### config.mk
export PLATFORM = sky130hd
export DESIGN_NAME = top4_skin_weight_select
export DESIGN_NICKNAME = d
export VERILOG_FILES = /design/src/rtl/core/tsw_pkg.sv /design/src/rtl/core/top4_skin_weight_select.sv /design/src/rtl/core/tsw_slot_bank.sv /design/src/rtl/core/tsw_bit_div.sv
export SDC_FILE = /design/constraint.sdc
export NUM_CORES = 1
export LEC_CHECK = 0
export BUFFER_PORTS_ARGS = -buffer_cell sky130_fd_sc_hd__buf_4
export CORE_ASPECT_RATIO = 0.5
export CORE_UTILIZATION = 38
export CTS_CLUSTER_DIAMETER = 100
export CTS_CLUSTER_SIZE = 28
export DETAILED_ROUTE_END_ITERATION = 7
export PLACE_DENSITY = 0.58
export SLEW_MARGIN = 20
export SYNTH_ARGS = -nofsm -noshare
export SYNTH_HDL_FRONTEND = slang
export SYNTH_SLANG_ARGS = --single-unit
### constraint.sdc
create_clock -name i_clk -period 11.3 [get_ports i_clk]
set_clock_uncertainty 0.1 [all_clocks]
set_input_delay 1.13 -clock i_clk [delete_from_list [all_inputs] [get_ports i_clk]]
set_output_delay 1.13 -clock i_clk [all_outputs]
set_load 0.01 [all_outputs]
### src/rtl/core/tsw_pkg.sv
// Shared types and constants for the top-four skin weight selector.
package tsw_pkg;

    // Width of the slot number field on the result stream.
    localparam int SLOT_W = 2;

    // Slot bank controls driven by the sequencer.
    typedef struct packed {
        logic take;    // insert or replace with the incoming influence
        logic shift;   // move every slot down by one, zero the top slot
        logic finish;  // vertex done: drop fill count and running sum
    } t_bank_ctl;

    // Divider start request.
    typedef struct packed {
        logic start;
    } t_div_ctl;

    // Divider status.
    typedef struct packed {
        logic busy;
        logic done;
    } t_div_stat;

endpackage

### src/rtl/core/top4_skin_weight_select.sv
// Top level: influence intake, slot sequencing and result output register.
//
// Input stream carries one bone influence per request: tdata holds the bone
// index (low bits) and the weight (2^FRAC_BITS is 1.0), tlast marks the final
// influence of a vertex. Weights above 1.0 are clamped on entry.
// Output stream carries SLOTS requests per vertex: slot number, bone and
// weight in tdata, tlast on the final slot.
// After an influence without tlast, tready stays high. After a final
// influence, each slot passes the start and push states, with a run of the
// bit-serial divider between them when the slot sum lies strictly between
// zero and 1.0; the weight is then divided by that sum, else it passes
// through unchanged.
// The input is not ready while a vertex is being emitted. The output register
// holds a result until it is taken; a stall there halts the slot sequence.
// The last result may still wait while the next vertex's influences arrive.
// Synchronous reset clears the slots, the fill count, the running sum and
// drops the output valid flag; the block is ready the cycle after reset.
module top4_skin_weight_select import tsw_pkg::*; #(
    parameter int SLOTS     = 4,
    parameter int BONE_BITS = 8,
    parameter int FRAC_BITS = 16
) (
    input  logic                     i_clk,
    input  logic                     i_rst_n,
    input  logic                     i_s_axis_tvalid,
    output logic                     o_s_axis_tready,
    // bone_index, weight
    input  logic [((BONE_BITS+FRAC_BITS+1+7)/8)*8-1:0] i_s_axis_tdata,
    input  logic                     i_s_axis_tlast,
    output logic                     o_m_axis_tvalid,
    input  logic                     i_m_axis_tready,
    // slot, bone, norm_weight
    output logic [((SLOT_W+BONE_BITS+FRAC_BITS+1+7)/8)*8-1:0] o_m_axis_tdata,
    output logic                     o_m_axis_tlast
);

    localparam int SUM_W = FRAC_BITS + 1 + $clog2(SLOTS);
    localparam int IDX_W = (SLOTS > 1) ? $clog2(SLOTS) : 1;
    localparam int K_W   = (IDX_W < SLOT_W) ? SLOT_W : IDX_W;
    localparam int OUT_W = SLOT_W + BONE_BITS + FRAC_BITS + 1;
    localparam int OUT_TDATA_W = ((OUT_W + 7) / 8) * 8;
    localparam logic [FRAC_BITS:0] ONE_FIX = (FRAC_BITS+1)'(1) << FRAC_BITS;

    typedef enum logic [3:0] {
        S_IDLE  = 4'b0001,
        S_START = 4'b0010,
        S_DIV   = 4'b0100,
        S_PUSH  = 4'b1000
    } t_state;

    t_state               r_state, n_state;
    logic [K_W-1:0]       r_k;
    logic                 r_out_valid;
    logic [SLOT_W-1:0]    r_out_slot;
    logic [BONE_BITS-1:0] r_out_bone;
    logic [FRAC_BITS:0]   r_out_wt;
    logic                 r_out_last;

    t_bank_ctl            bank_ctl;
    t_div_ctl             div_ctl;
    t_div_stat            div_stat;
    logic [BONE_BITS-1:0] head_bone;
    logic [FRAC_BITS:0]   head_wt;
    logic [SUM_W-1:0]     sum;
    logic [FRAC_BITS:0]   quot;

    logic                 s_acc;
    logic [FRAC_BITS:0]   w_in;
    logic [FRAC_BITS:0]   w_sat;
    logic                 norm;
    logic                 out_free;
    logic                 push_fire;
    logic                 k_last;
    logic [FRAC_BITS:0]   res_wt;

    always_comb begin
        s_acc     = i_s_axis_tvalid && (r_state == S_IDLE);
        w_in      = i_s_axis_tdata[BONE_BITS +: FRAC_BITS+1];
        w_sat     = (w_in > ONE_FIX) ? ONE_FIX : w_in;
        norm      = (sum != '0) && (sum < SUM_W'(ONE_FIX));
        out_free  = !r_out_valid || i_m_axis_tready;
        push_fire = (r_state == S_PUSH) && out_free;
        k_last    = (r_k == K_W'(SLOTS - 1));
        res_wt    = norm ? quot : head_wt;

        bank_ctl.take   = s_acc;
        bank_ctl.shift  = push_fire;
        bank_ctl.finish = push_fire && k_last;
        div_ctl.start   = (r_state == S_START) && norm;
    end

    always_comb begin
        n_state = r_state;
        case (r_state)
            S_IDLE: begin
                if (s_acc && i_s_axis_tlast) begin
                    n_state = S_START;
                end
            end
            S_START: begin
                n_state = norm ? S_DIV : S_PUSH;
            end
            S_DIV: begin
                if (div_stat.done) begin
                    n_state = S_PUSH;
                end
            end
            S_PUSH: begin
                if (out_free) begin
                    n_state = k_last ? S_IDLE : S_START;
                end
            end
            default: n_state = S_IDLE;
        endcase
    end

    always_ff @(posedge i_clk) begin
        if (!i_rst_n) begin
            r_state     <= S_IDLE;
            r_k         <= '0;
            r_out_valid <= 1'b0;
        end else begin
            r_state <= n_state;
            if (push_fire) begin
                r_k         <= k_last ? '0 : r_k + K_W'(1);
                r_out_valid <= 1'b1;
            end else if (i_m_axis_tready) begin
                r_out_valid <= 1'b0;
            end
        end
    end

    // hold the payload until the next slot is pushed
    always_ff @(posedge i_clk) begin
        if (push_fire) begin
            r_out_slot <= r_k[SLOT_W-1:0];
            r_out_bone <= head_bone;
            r_out_wt   <= res_wt;
            r_out_last <= k_last;
        end
    end

    tsw_slot_bank #(
        .SLOTS     (SLOTS),
        .BONE_BITS (BONE_BITS),
        .FRAC_BITS (FRAC_BITS)
    ) u_bank (
        .i_clk         (i_clk),
        .i_rst_n       (i_rst_n),
        .i_ctl         (bank_ctl),
        .i_bone        (i_s_axis_tdata[BONE_BITS-1:0]),
        .i_weight      (w_sat),
        .o_head_bone   (head_bone),
        .o_head_weight (head_wt),
        .o_sum         (sum)
    );

    tsw_bit_div #(
        .FRAC_BITS (FRAC_BITS)
    ) u_div (
        .i_clk   (i_clk),
        .i_rst_n (i_rst_n),
        .i_ctl   (div_ctl),
        .i_num   (head_wt),
        .i_den   (sum[FRAC_BITS-1:0]),
        .o_stat  (div_stat),
        .o_quot  (quot)
    );

    assign o_s_axis_tready = (r_state == S_IDLE);
    assign o_m_axis_tvalid = r_out_valid;
    assign o_m_axis_tdata  = OUT_TDATA_W'({r_out_wt, r_out_bone, r_out_slot});
    assign o_m_axis_tlast  = r_out_last;

    a_div_done_in_div: assert property (@(posedge i_clk) disable iff (!i_rst_n)
        div_stat.done |-> (r_state == S_DIV))
        else $error("divider finished outside of the divide state");

    a_no_take_while_div: assert property (@(posedge i_clk) disable iff (!i_rst_n)
        div_stat.busy |-> !o_s_axis_tready)
        else $error("input ready while the divider is busy");

    a_last_starts_emit: assert property (@(posedge i_clk) disable iff (!i_rst_n)
        (i_s_axis_tvalid && o_s_axis_tready && i_s_axis_tlast) |=> (r_state == S_START))
        else $error("final influence did not start the slot sequence");

    a_tlast_on_final_slot: assert property (@(posedge i_clk) disable iff (!i_rst_n)
        (push_fire && k_last) |=> (o_m_axis_tvalid && o_m_axis_tlast && r_k == '0))
        else $error("final slot not marked or slot counter not rewound");

endmodule

### src/rtl/core/tsw_slot_bank.sv
// Slot bank: keeps the strongest influences of a vertex and a running weight sum.
module tsw_slot_bank import tsw_pkg::*; #(
    parameter int SLOTS     = 4,
    parameter int BONE_BITS = 8,
    parameter int FRAC_BITS = 16
) (
    input  logic                                     i_clk,
    input  logic                                     i_rst_n,
    input  t_bank_ctl                                i_ctl,
    input  logic [BONE_BITS-1:0]                     i_bone,
    input  logic [FRAC_BITS:0]                       i_weight,
    output logic [BONE_BITS-1:0]                     o_head_bone,
    output logic [FRAC_BITS:0]                       o_head_weight,
    output logic [FRAC_BITS+$clog2(SLOTS):0]         o_sum
);

    localparam int IDX_W = (SLOTS > 1) ? $clog2(SLOTS) : 1;
    localparam int CNT_W = $clog2(SLOTS + 1);
    localparam int SUM_W = FRAC_BITS + 1 + $clog2(SLOTS);

    logic [BONE_BITS-1:0] r_bone [SLOTS];
    logic [FRAC_BITS:0]   r_wt   [SLOTS];
    logic [CNT_W-1:0]     r_count;
    logic [SUM_W-1:0]     r_sum;

    logic [IDX_W-1:0]     low_idx;
    logic [FRAC_BITS:0]   low_wt;
    logic                 full;

    // Find the first slot holding the lowest weight.
    always_comb begin
        low_idx = '0;
        for (int k = 1; k < SLOTS; k++) begin
            if (r_wt[k] < r_wt[low_idx]) begin
                low_idx = IDX_W'(k);
            end
        end
        low_wt = r_wt[low_idx];
        full   = (r_count == CNT_W'(SLOTS));
    end

    always_ff @(posedge i_clk) begin
        if (!i_rst_n) begin
            for (int i = 0; i < SLOTS; i++) begin
                r_bone[i] <= '0;
                r_wt[i]   <= '0;
            end
            r_count <= '0;
            r_sum   <= '0;
        end else if (i_ctl.take) begin
            if (!full) begin
                r_bone[r_count[IDX_W-1:0]] <= i_bone;
                r_wt[r_count[IDX_W-1:0]]   <= i_weight;
                r_count                    <= r_count + CNT_W'(1);
                r_sum                      <= r_sum + SUM_W'(i_weight);
            end else if (i_weight > low_wt) begin
                r_bone[low_idx] <= i_bone;
                r_wt[low_idx]   <= i_weight;
                r_sum           <= r_sum + SUM_W'(i_weight) - SUM_W'(low_wt);
            end
        end else if (i_ctl.shift) begin
            // advance the next slot to the head, refill the top with zero
            for (int i = 0; i < SLOTS; i++) begin
                if (i == SLOTS - 1) begin
                    r_bone[i] <= '0;
                    r_wt[i]   <= '0;
                end else begin
                    r_bone[i] <= r_bone[(i + 1) % SLOTS];
                    r_wt[i]   <= r_wt[(i + 1) % SLOTS];
                end
            end
            if (i_ctl.finish) begin
                r_count <= '0;
                r_sum   <= '0;
            end
        end
    end

    assign o_head_bone   = r_bone[0];
    assign o_head_weight = r_wt[0];
    assign o_sum         = r_sum;

endmodule

### src/rtl/core/tsw_bit_div.sv
// Bit-serial restoring divider: one quotient bit per cycle for weight renormalization.
module tsw_bit_div import tsw_pkg::*; #(
    parameter int FRAC_BITS = 16
) (
    input  logic                 i_clk,
    input  logic                 i_rst_n,
    input  t_div_ctl             i_ctl,
    input  logic [FRAC_BITS:0]   i_num,
    input  logic [FRAC_BITS-1:0] i_den,
    output t_div_stat            o_stat,
    output logic [FRAC_BITS:0]   o_quot
);

    localparam int CNT_W = $clog2(FRAC_BITS + 2);

    logic [FRAC_BITS:0] r_rem;
    logic [FRAC_BITS:0] r_quot;
    logic [CNT_W-1:0]   r_cnt;
    logic               r_busy;
    logic               r_done;

    logic               ge;
    logic [FRAC_BITS:0] diff;

    // numerator is at most the divisor, so each difference stays below it
    always_comb begin
        ge   = (r_rem >= {1'b0, i_den});
        diff = ge ? (r_rem - {1'b0, i_den}) : r_rem;
    end

    always_ff @(posedge i_clk) begin
        if (!i_rst_n) begin
            r_busy <= 1'b0;
            r_done <= 1'b0;
            r_cnt  <= '0;
        end else begin
            r_done <= 1'b0;
            if (i_ctl.start) begin
                r_busy <= 1'b1;
                r_cnt  <= CNT_W'(FRAC_BITS + 1);
            end else if (r_busy) begin
                r_cnt <= r_cnt - CNT_W'(1);
                if (r_cnt == CNT_W'(1)) begin
                    r_busy <= 1'b0;
                    r_done <= 1'b1;
                end
            end
        end
    end

    always_ff @(posedge i_clk) begin
        if (i_ctl.start) begin
            r_rem <= i_num;
        end else if (r_busy) begin
            r_rem  <= {diff[FRAC_BITS-1:0], 1'b0};
            r_quot <= {r_quot[FRAC_BITS-1:0], ge};
        end
    end

    assign o_stat.busy = r_busy;
    assign o_stat.done = r_done;
    assign o_quot      = r_quot;

endmodule
## Yosys cells after proc, flatten, opt, wreduce, memory -nomap -nowiden

Memory sizes are Yosys's and may differ from the RTL's. A register that Yosys moved wholly into a read port is not among the register bits.
Cells that the tools add are included.

| operators by class | value |
|---|---|
| reduce and logical (&&, ||, !) cells | 23 |
| muxes and demuxes | 66 |
| equal/unequal tests | 12 |
| add/sub/neg operators | 6 |
| bitwise operators | 11 |
| $lt $le $gt $ge | 7 |

Operator list:

| kind | number |
|---|---|
| two-way mux 17 bit | 10 |
| two-way mux 19 bit | 5 |
| less-than comparator 17 bit | 3 |
| two-way mux 8 bit | 6 |
| OR reduction 17 bit | 2 |
| two-way mux 1 bit | 25 |
| adder 19 x 17 -> 19 bit | 1 |
| less-than comparator 19 x 17 -> 1 bit (second input constant) | 1 |
| nonzero test 19 bit | 1 |
| subtractor 19 x 17 -> 19 bit | 1 |
| greater-or-equal comparator 17 x 16 -> 1 bit | 1 |
| greater-than comparator 17 bit | 1 |
| greater-than comparator 17 bit (second input constant) | 1 |
| two-way mux 16 bit | 1 |
| two-way mux 2 bit | 8 |
| two-way mux 4 bit | 4 |
| one-hot mux 4 bit (4 select lines) | 1 |
| OR reduction 8 bit | 2 |
| subtractor 16 bit | 1 |
| two-way mux 3 bit | 4 |
| two-way mux 5 bit | 2 |
| AND reduction 3 bit | 3 |
| bitwise OR 1 bit | 8 |
| nonzero test 2 bit | 4 |
| other kinds (20) | 29 |

| storage, ports and cells | value |
|---|---|
| output and inout bits | 35 |
| memories kept | 2 |
| register bits after elaboration | 90 |
| RAM bits | 100 |
| bits of input ports | 37 |

Memories:

| memory | words | bits a word | read ports | clocked after Yosys merged registers in | wr ports | line | source |
|---|---|---|---|---|---|---|---|
| u_bank.r_wt | 4 | 17 | 7 | 0 | 4 | tsw_slot_bank.sv:22 | `logic [FRAC_BITS:0] r_wt [SLOTS];` |
| u_bank.r_bone | 4 | 8 | 4 | 1 | 4 | tsw_slot_bank.sv:21 | `logic [BONE_BITS-1:0] r_bone [SLOTS];` |

## Depth between registers and ports, before layout

An unclocked memory read counts as a cell.

| logic depth | value |
|---|---|
| word-level depth | 18 |
| gate-level depth with buffers | 46 |
| gate-level depth less buffers | 41 |

## By module

A second synthesis with hierarchy kept.

| second synthesis, totals | value |
|---|---|
| cells, all modules | 1302 |
| area, all modules | 13656.8 um2 |

Modules (own cells, without submodules):

| module | cells each | sequential area each (um2) | instances | area an instance (um2) |
|---|---|---|---|---|
| tsw_slot_bank | 905 | 3443.3 | 1 | 9168.8 |
| tsw_bit_div | 266 | 1161.1 | 1 | 2791.4 |
| top4_skin_weight_select | 131 | 980.9 | 1 | 1696.6 |

## Worst setup path before layout

OpenSTA, ideal clock, no wires.

| timing | value |
|---|---|
| path type | reg-to-reg |
| from | mem u_bank.r_wt[0][7] (netlist name) |
| to | mem u_bank.r_bone[0][0], enable pin |
| arrival time | 9016 ps |
| required time | 10702 ps |
| path slack | 1687 ps |
| period minus slack after synthesis | 9613 ps |
| stages on the path, launching flop included | 45 |
| cell sequence | edfxtp_1 -> inv_1 -> ha_1 -> a21o_1 -> a21oi_2 -> o211ai_1 -> a21oi_4 -> clkbuf_1 -> nor2_1 -> a21oi_1 -> ha_1 -> a2111oi_0 -> o21ai_1 -> o22ai_1 -> nand3_1 -> a21oi_2 -> nand2_1 -> clkbuf_1 -> (+9 left out) -> buf_2 -> clkbuf_1 -> nand2_1 -> o21a_1 -> ha_1 -> a21o_1 -> a21o_1 -> a21o_1 -> a21o_1 -> a21o_1 -> a21o_1 -> a221o_1 -> a31oi_4 -> nor3_4 -> nand4_1 -> a21boi_2 -> buf_4 -> nand3_1 |

RTL lines:

| what | line |
|---|---|
| start: declaration | tsw_slot_bank.sv:22 |
| end: declaration | tsw_slot_bank.sv:21 |

==> summary.md <==
| Metric | Value |
|---|---|
| Peak VDD IR | `0.112 mV` |
| Worst-path fanout max | `22` |
| Grt total ovfl | `0` |
| Placed Instances | `approximately 1800` |
| Final wirelength | `between 30000 and 40000 µm` |
| Initial DRC Count | `approximately 1000` |
| Post-synth EDFFs | `162` |
| Synth Cell Area | `13000 µm²` |
| Filler cell count | `around 3200` |
| Worst R2R End | `u_bank.r_bone[0][4]$_DFFE_PP_` |
| Max-cap viol count | `0` |
| Crit path buf inv count | `4` |
| Mapped Cells | `between 1000 and 1500` |
| Final Cycle Share | `0.924` |
| Synth top area cells | `edfxtp_1 37%, ha_1 11%, dfxtp_1 5.6%, nand2_1 4.6%, a21oi_1 3.7%` |
| Clk sinks | `around 200` |
| Core Box Area | `33300 µm²` |
| R2R depth | `between 40 and 50` |
| Global Route Usage Sum | `0.230` |
| Most frequent cells in the layout | `162 x edfxtp_1, 159 x nand2_1, 118 x ha_1, 97 x a21oi_1, 92 x nor2_1` |
| Status | `completed` |
| Max-slew headroom | `0.264` |
| Avg Cell Area, Syn | `between 9 and 10 µm²` |
| Die width | `around 260 µm` |
| Commonest non-fill, non-tap cell in the layout | `edfxtp_1` |
| WHS Path Cells | `0` |
| Top delay family on crit path | `compound AO/OA/AOI/OAI gates` |
| Post-synth top area share | `0.375` |
| Synth unique cells | `roughly 80` |
| Cell mode on critical path | `a21o_1` |
| TNS Setup | `0 ns` |
| Resized Gates After CTS | `0` |
| Routability congestion estimate | `approximately 0.97` |
| Starting density of the core | `0.389` |
| Nets | `1546` |
| Main synth FF type | `edfxtp_1` |
| Pin count of the biggest net entering global routing | `76` |
| Fin. Hold Viols | `0` |
| Register clock-pin slew on the reported worst setup and hold paths | `about 0.08 ns` |
| Setup CP Type | `register to register` |
| Worst Hold Path EP | `r_out_bone[2]$_DFFE_PP_` |
| Wire length per cell | `roughly 22 µm` |
| Die Ht | `between 100 and 150 µm` |
| Min-delay src | `u_bank.r_bone[0][2]$_DFFE_PP_` |
| Critical path startpoint category | `register` |
| Crit-path max cell delay | `roughly 0.45 ns` |
| CTS root buf | `clkbuf_16` |
| Type of destination of the critical path | `register` |
| Area grow syn2layout | `11.9%` |
| CP required | `11.41 ns` |
| Lkg Pwr | `between 5 and 6 nW` |
| Post-route ant nets | `0` |
| Ports | `around 70` |
| Core Util, Final | `0.436` |
| Non-Filler Instances | `around 1800` |
| Crit path time final | `about 10 ns` |
| Vias | `10663` |
| Site Rows | `47` |
| Post-detail-place hpwl | `slightly above 30000 µm` |
| Slew Limit Fails | `0` |
| Worst skew pair latency | `0.46 ns` |
| # hold bufs at CTS | `0` |
| Post-CTS setup buffers | `0` |
| Reg2reg setup slack | `0.86 ns` |
| Asr flop ratio synth | `0` |
| Hold slack | `about 0.32 ns` |
| RSZ-0062 raised after global routing | `false` |
| DIE AREA | `between 30000 and 40000 µm²` |
| Worst slew pin tran | `1.10 ns` |
| P per Cell Area | `148 nW/µm²` |
| TritonRoute pass-1 iters | `5` |
| Vias in the first global route | `about 10000` |
| WP data arrival | `roughly 11 ns` |
| Initial antenna violation count | `1` |
| Sequential share of the synthesized area | `0.430` |
| CTS tree | `done` |
| H-tree lvl count | `4` |
| Layout cell share with drive strength beyond 1 | `0.117` |
| Crit-path slowest cell | `a2111oi_0` |
| YS warnings | `0` |
| DRC | `0` |
| FMAX | `around 96 MHz` |
| # setup viols final | `0` |
| CTS buffer count | `17` |
| Hold Crit Class | `register to register` |
| Top cell type by total area after synthesis | `edfxtp_1` |
| First-pass GRT wire length | `between 60000 and 70000 µm` |
| Yosys reg bits | `just under 200` |
| CTS Buffer Depth | `2` |
| Worst reg2reg startpoint | `u_bank.r_wt[0][7]$_DFFE_PP_` |
| Port bufs | `59` |
| Via density | `between 5 and 6` |
## cells in the mapped netlist, drive strengths merged (14+ instances only)
cell type and n:
o21a 24, nand4 21, nor2 93, nand2 161, clkbuf 36, a22o 33, buf 16, inv 79
xnor2 23, ha 118, edfxtp 162, nor4 17, a211oi 18, nor3 24, nor2b 20, mux2 18
a21oi 101, nand2b 14, nand3 27, dfxtp 36, o21ai 109, a21o 31
## flip-flops by register name, indices dropped and copies added, names as in the netlist, 3 cells and up
name            flops
r_state             4
u_bank.r_count      3
u_div.r_rem        17
u_div.r_cnt         5
u_bank.o_sum       19
r_out_bone          8
r_out_wt           17
u_bank.r_bone      32
u_bank.r_wt        68
u_div.o_quot       17
## worst max path at each step
stage	from	end	cells past startpoint
6_report	u_bank.r_wt[0][7]$_DFFE_PP_	u_bank.r_bone[0][4]$_DFFE_PP_	44
3_5_place_dp	u_bank.r_wt[0][7]$_DFFE_PP_	u_bank.r_bone[0][4]$_DFFE_PP_	42
3_3_place_gp	u_bank.r_wt[0][7]$_DFFE_PP_	u_bank.r_bone[0][4]$_DFFE_PP_	42
4_1_cts	u_bank.r_wt[0][7]$_DFFE_PP_	u_bank.r_bone[0][4]$_DFFE_PP_	44
2_1_floorplan	u_bank.r_wt[0][7]$_DFFE_PP_	u_bank.r_bone[0][0]$_DFFE_PP_	44
5_1_grt	u_bank.r_wt[0][7]$_DFFE_PP_	u_bank.r_bone[0][7]$_DFFE_PP_	44
## where the power goes
| part | leakage (nW) | internal (mW) | switching (mW) |
|---|---|---|---|
| sequential | 1.88 | 0.823 | 0.0258 |
| clock | 0.286 | 0.315 | 0.310 |
| combinational | 3.61 | 0.254 | 0.428 |
## worst reg2reg max path, delay by kind of cell (launching register included)
family / cells / cell delay, ns
AO/OA/AOI/OAI: 24 / 5.39
AND/OR/NAND/NOR: 11 / 1.92
adder cells (fa/ha/maj): 4 / 1.17
buffers and inverters: 4 / 1.05
flip-flops: 1 / 0.38
multiplexers: 1 / 0.18
## per-stage QoR
step | setup WS, ns | area (µm²) | power [mW]
2_1_floorplan | 1.69 | 13000 | 1.34
4_1_cts | 0.848 | 14500 | 2.15
3_5_place_dp | 0.903 | 13900 | 1.53
5_1_grt | 0.253 | 14500 | 2.26
3_3_place_gp | 0.980 | 13900 | 1.51
6_report | 0.855 | 14500 | 2.16
## kinds of logic after synthesis
| family | after synthesis | synth area share |
|---|---|---|
| multiplexers | 24 | 0.0202 |
| adder cells (fa/ha/maj) | 122 | 0.119 |
| other | 1 | 0.000289 |
| AO/OA/AOI/OAI | 403 | 0.211 |
| XOR/XNOR | 32 | 0.0216 |
| flip-flops | 198 | 0.430 |
| AND/OR/NAND/NOR | 427 | 0.156 |
| buffers and inverters | 132 | 0.0413 |
## routing by layer
layer | vias to the layer above | GRT usage | part of all wire
met2 | 409 | 0.332 | 0.41
met5 | - | 0 | 0
met1 | 5129 | 0.337 | 0.47
met3 | 55 | 0.0415 | 0.078
li1 | 5070 | - | -
met4 | 0 | 0.0981 | 0.034
## cell type report
cell class / instances / area (µm²) / share of cell area
diodes: 2 / 5.00 / 0.000345
flip-flops and latches: 198 / 5590 / 0.384
well taps: 441 / 552 / 0.0380
clock inverters: 14 / 163 / 0.0112
multi-input cells: 1013 / 6890 / 0.475
inverters: 80 / 300 / 0.0207
clock buffers: 18 / 429 / 0.0295
repair buffers: 78 / 598 / 0.0412
No activity file was read; power rests on OpenSTA's default activity.
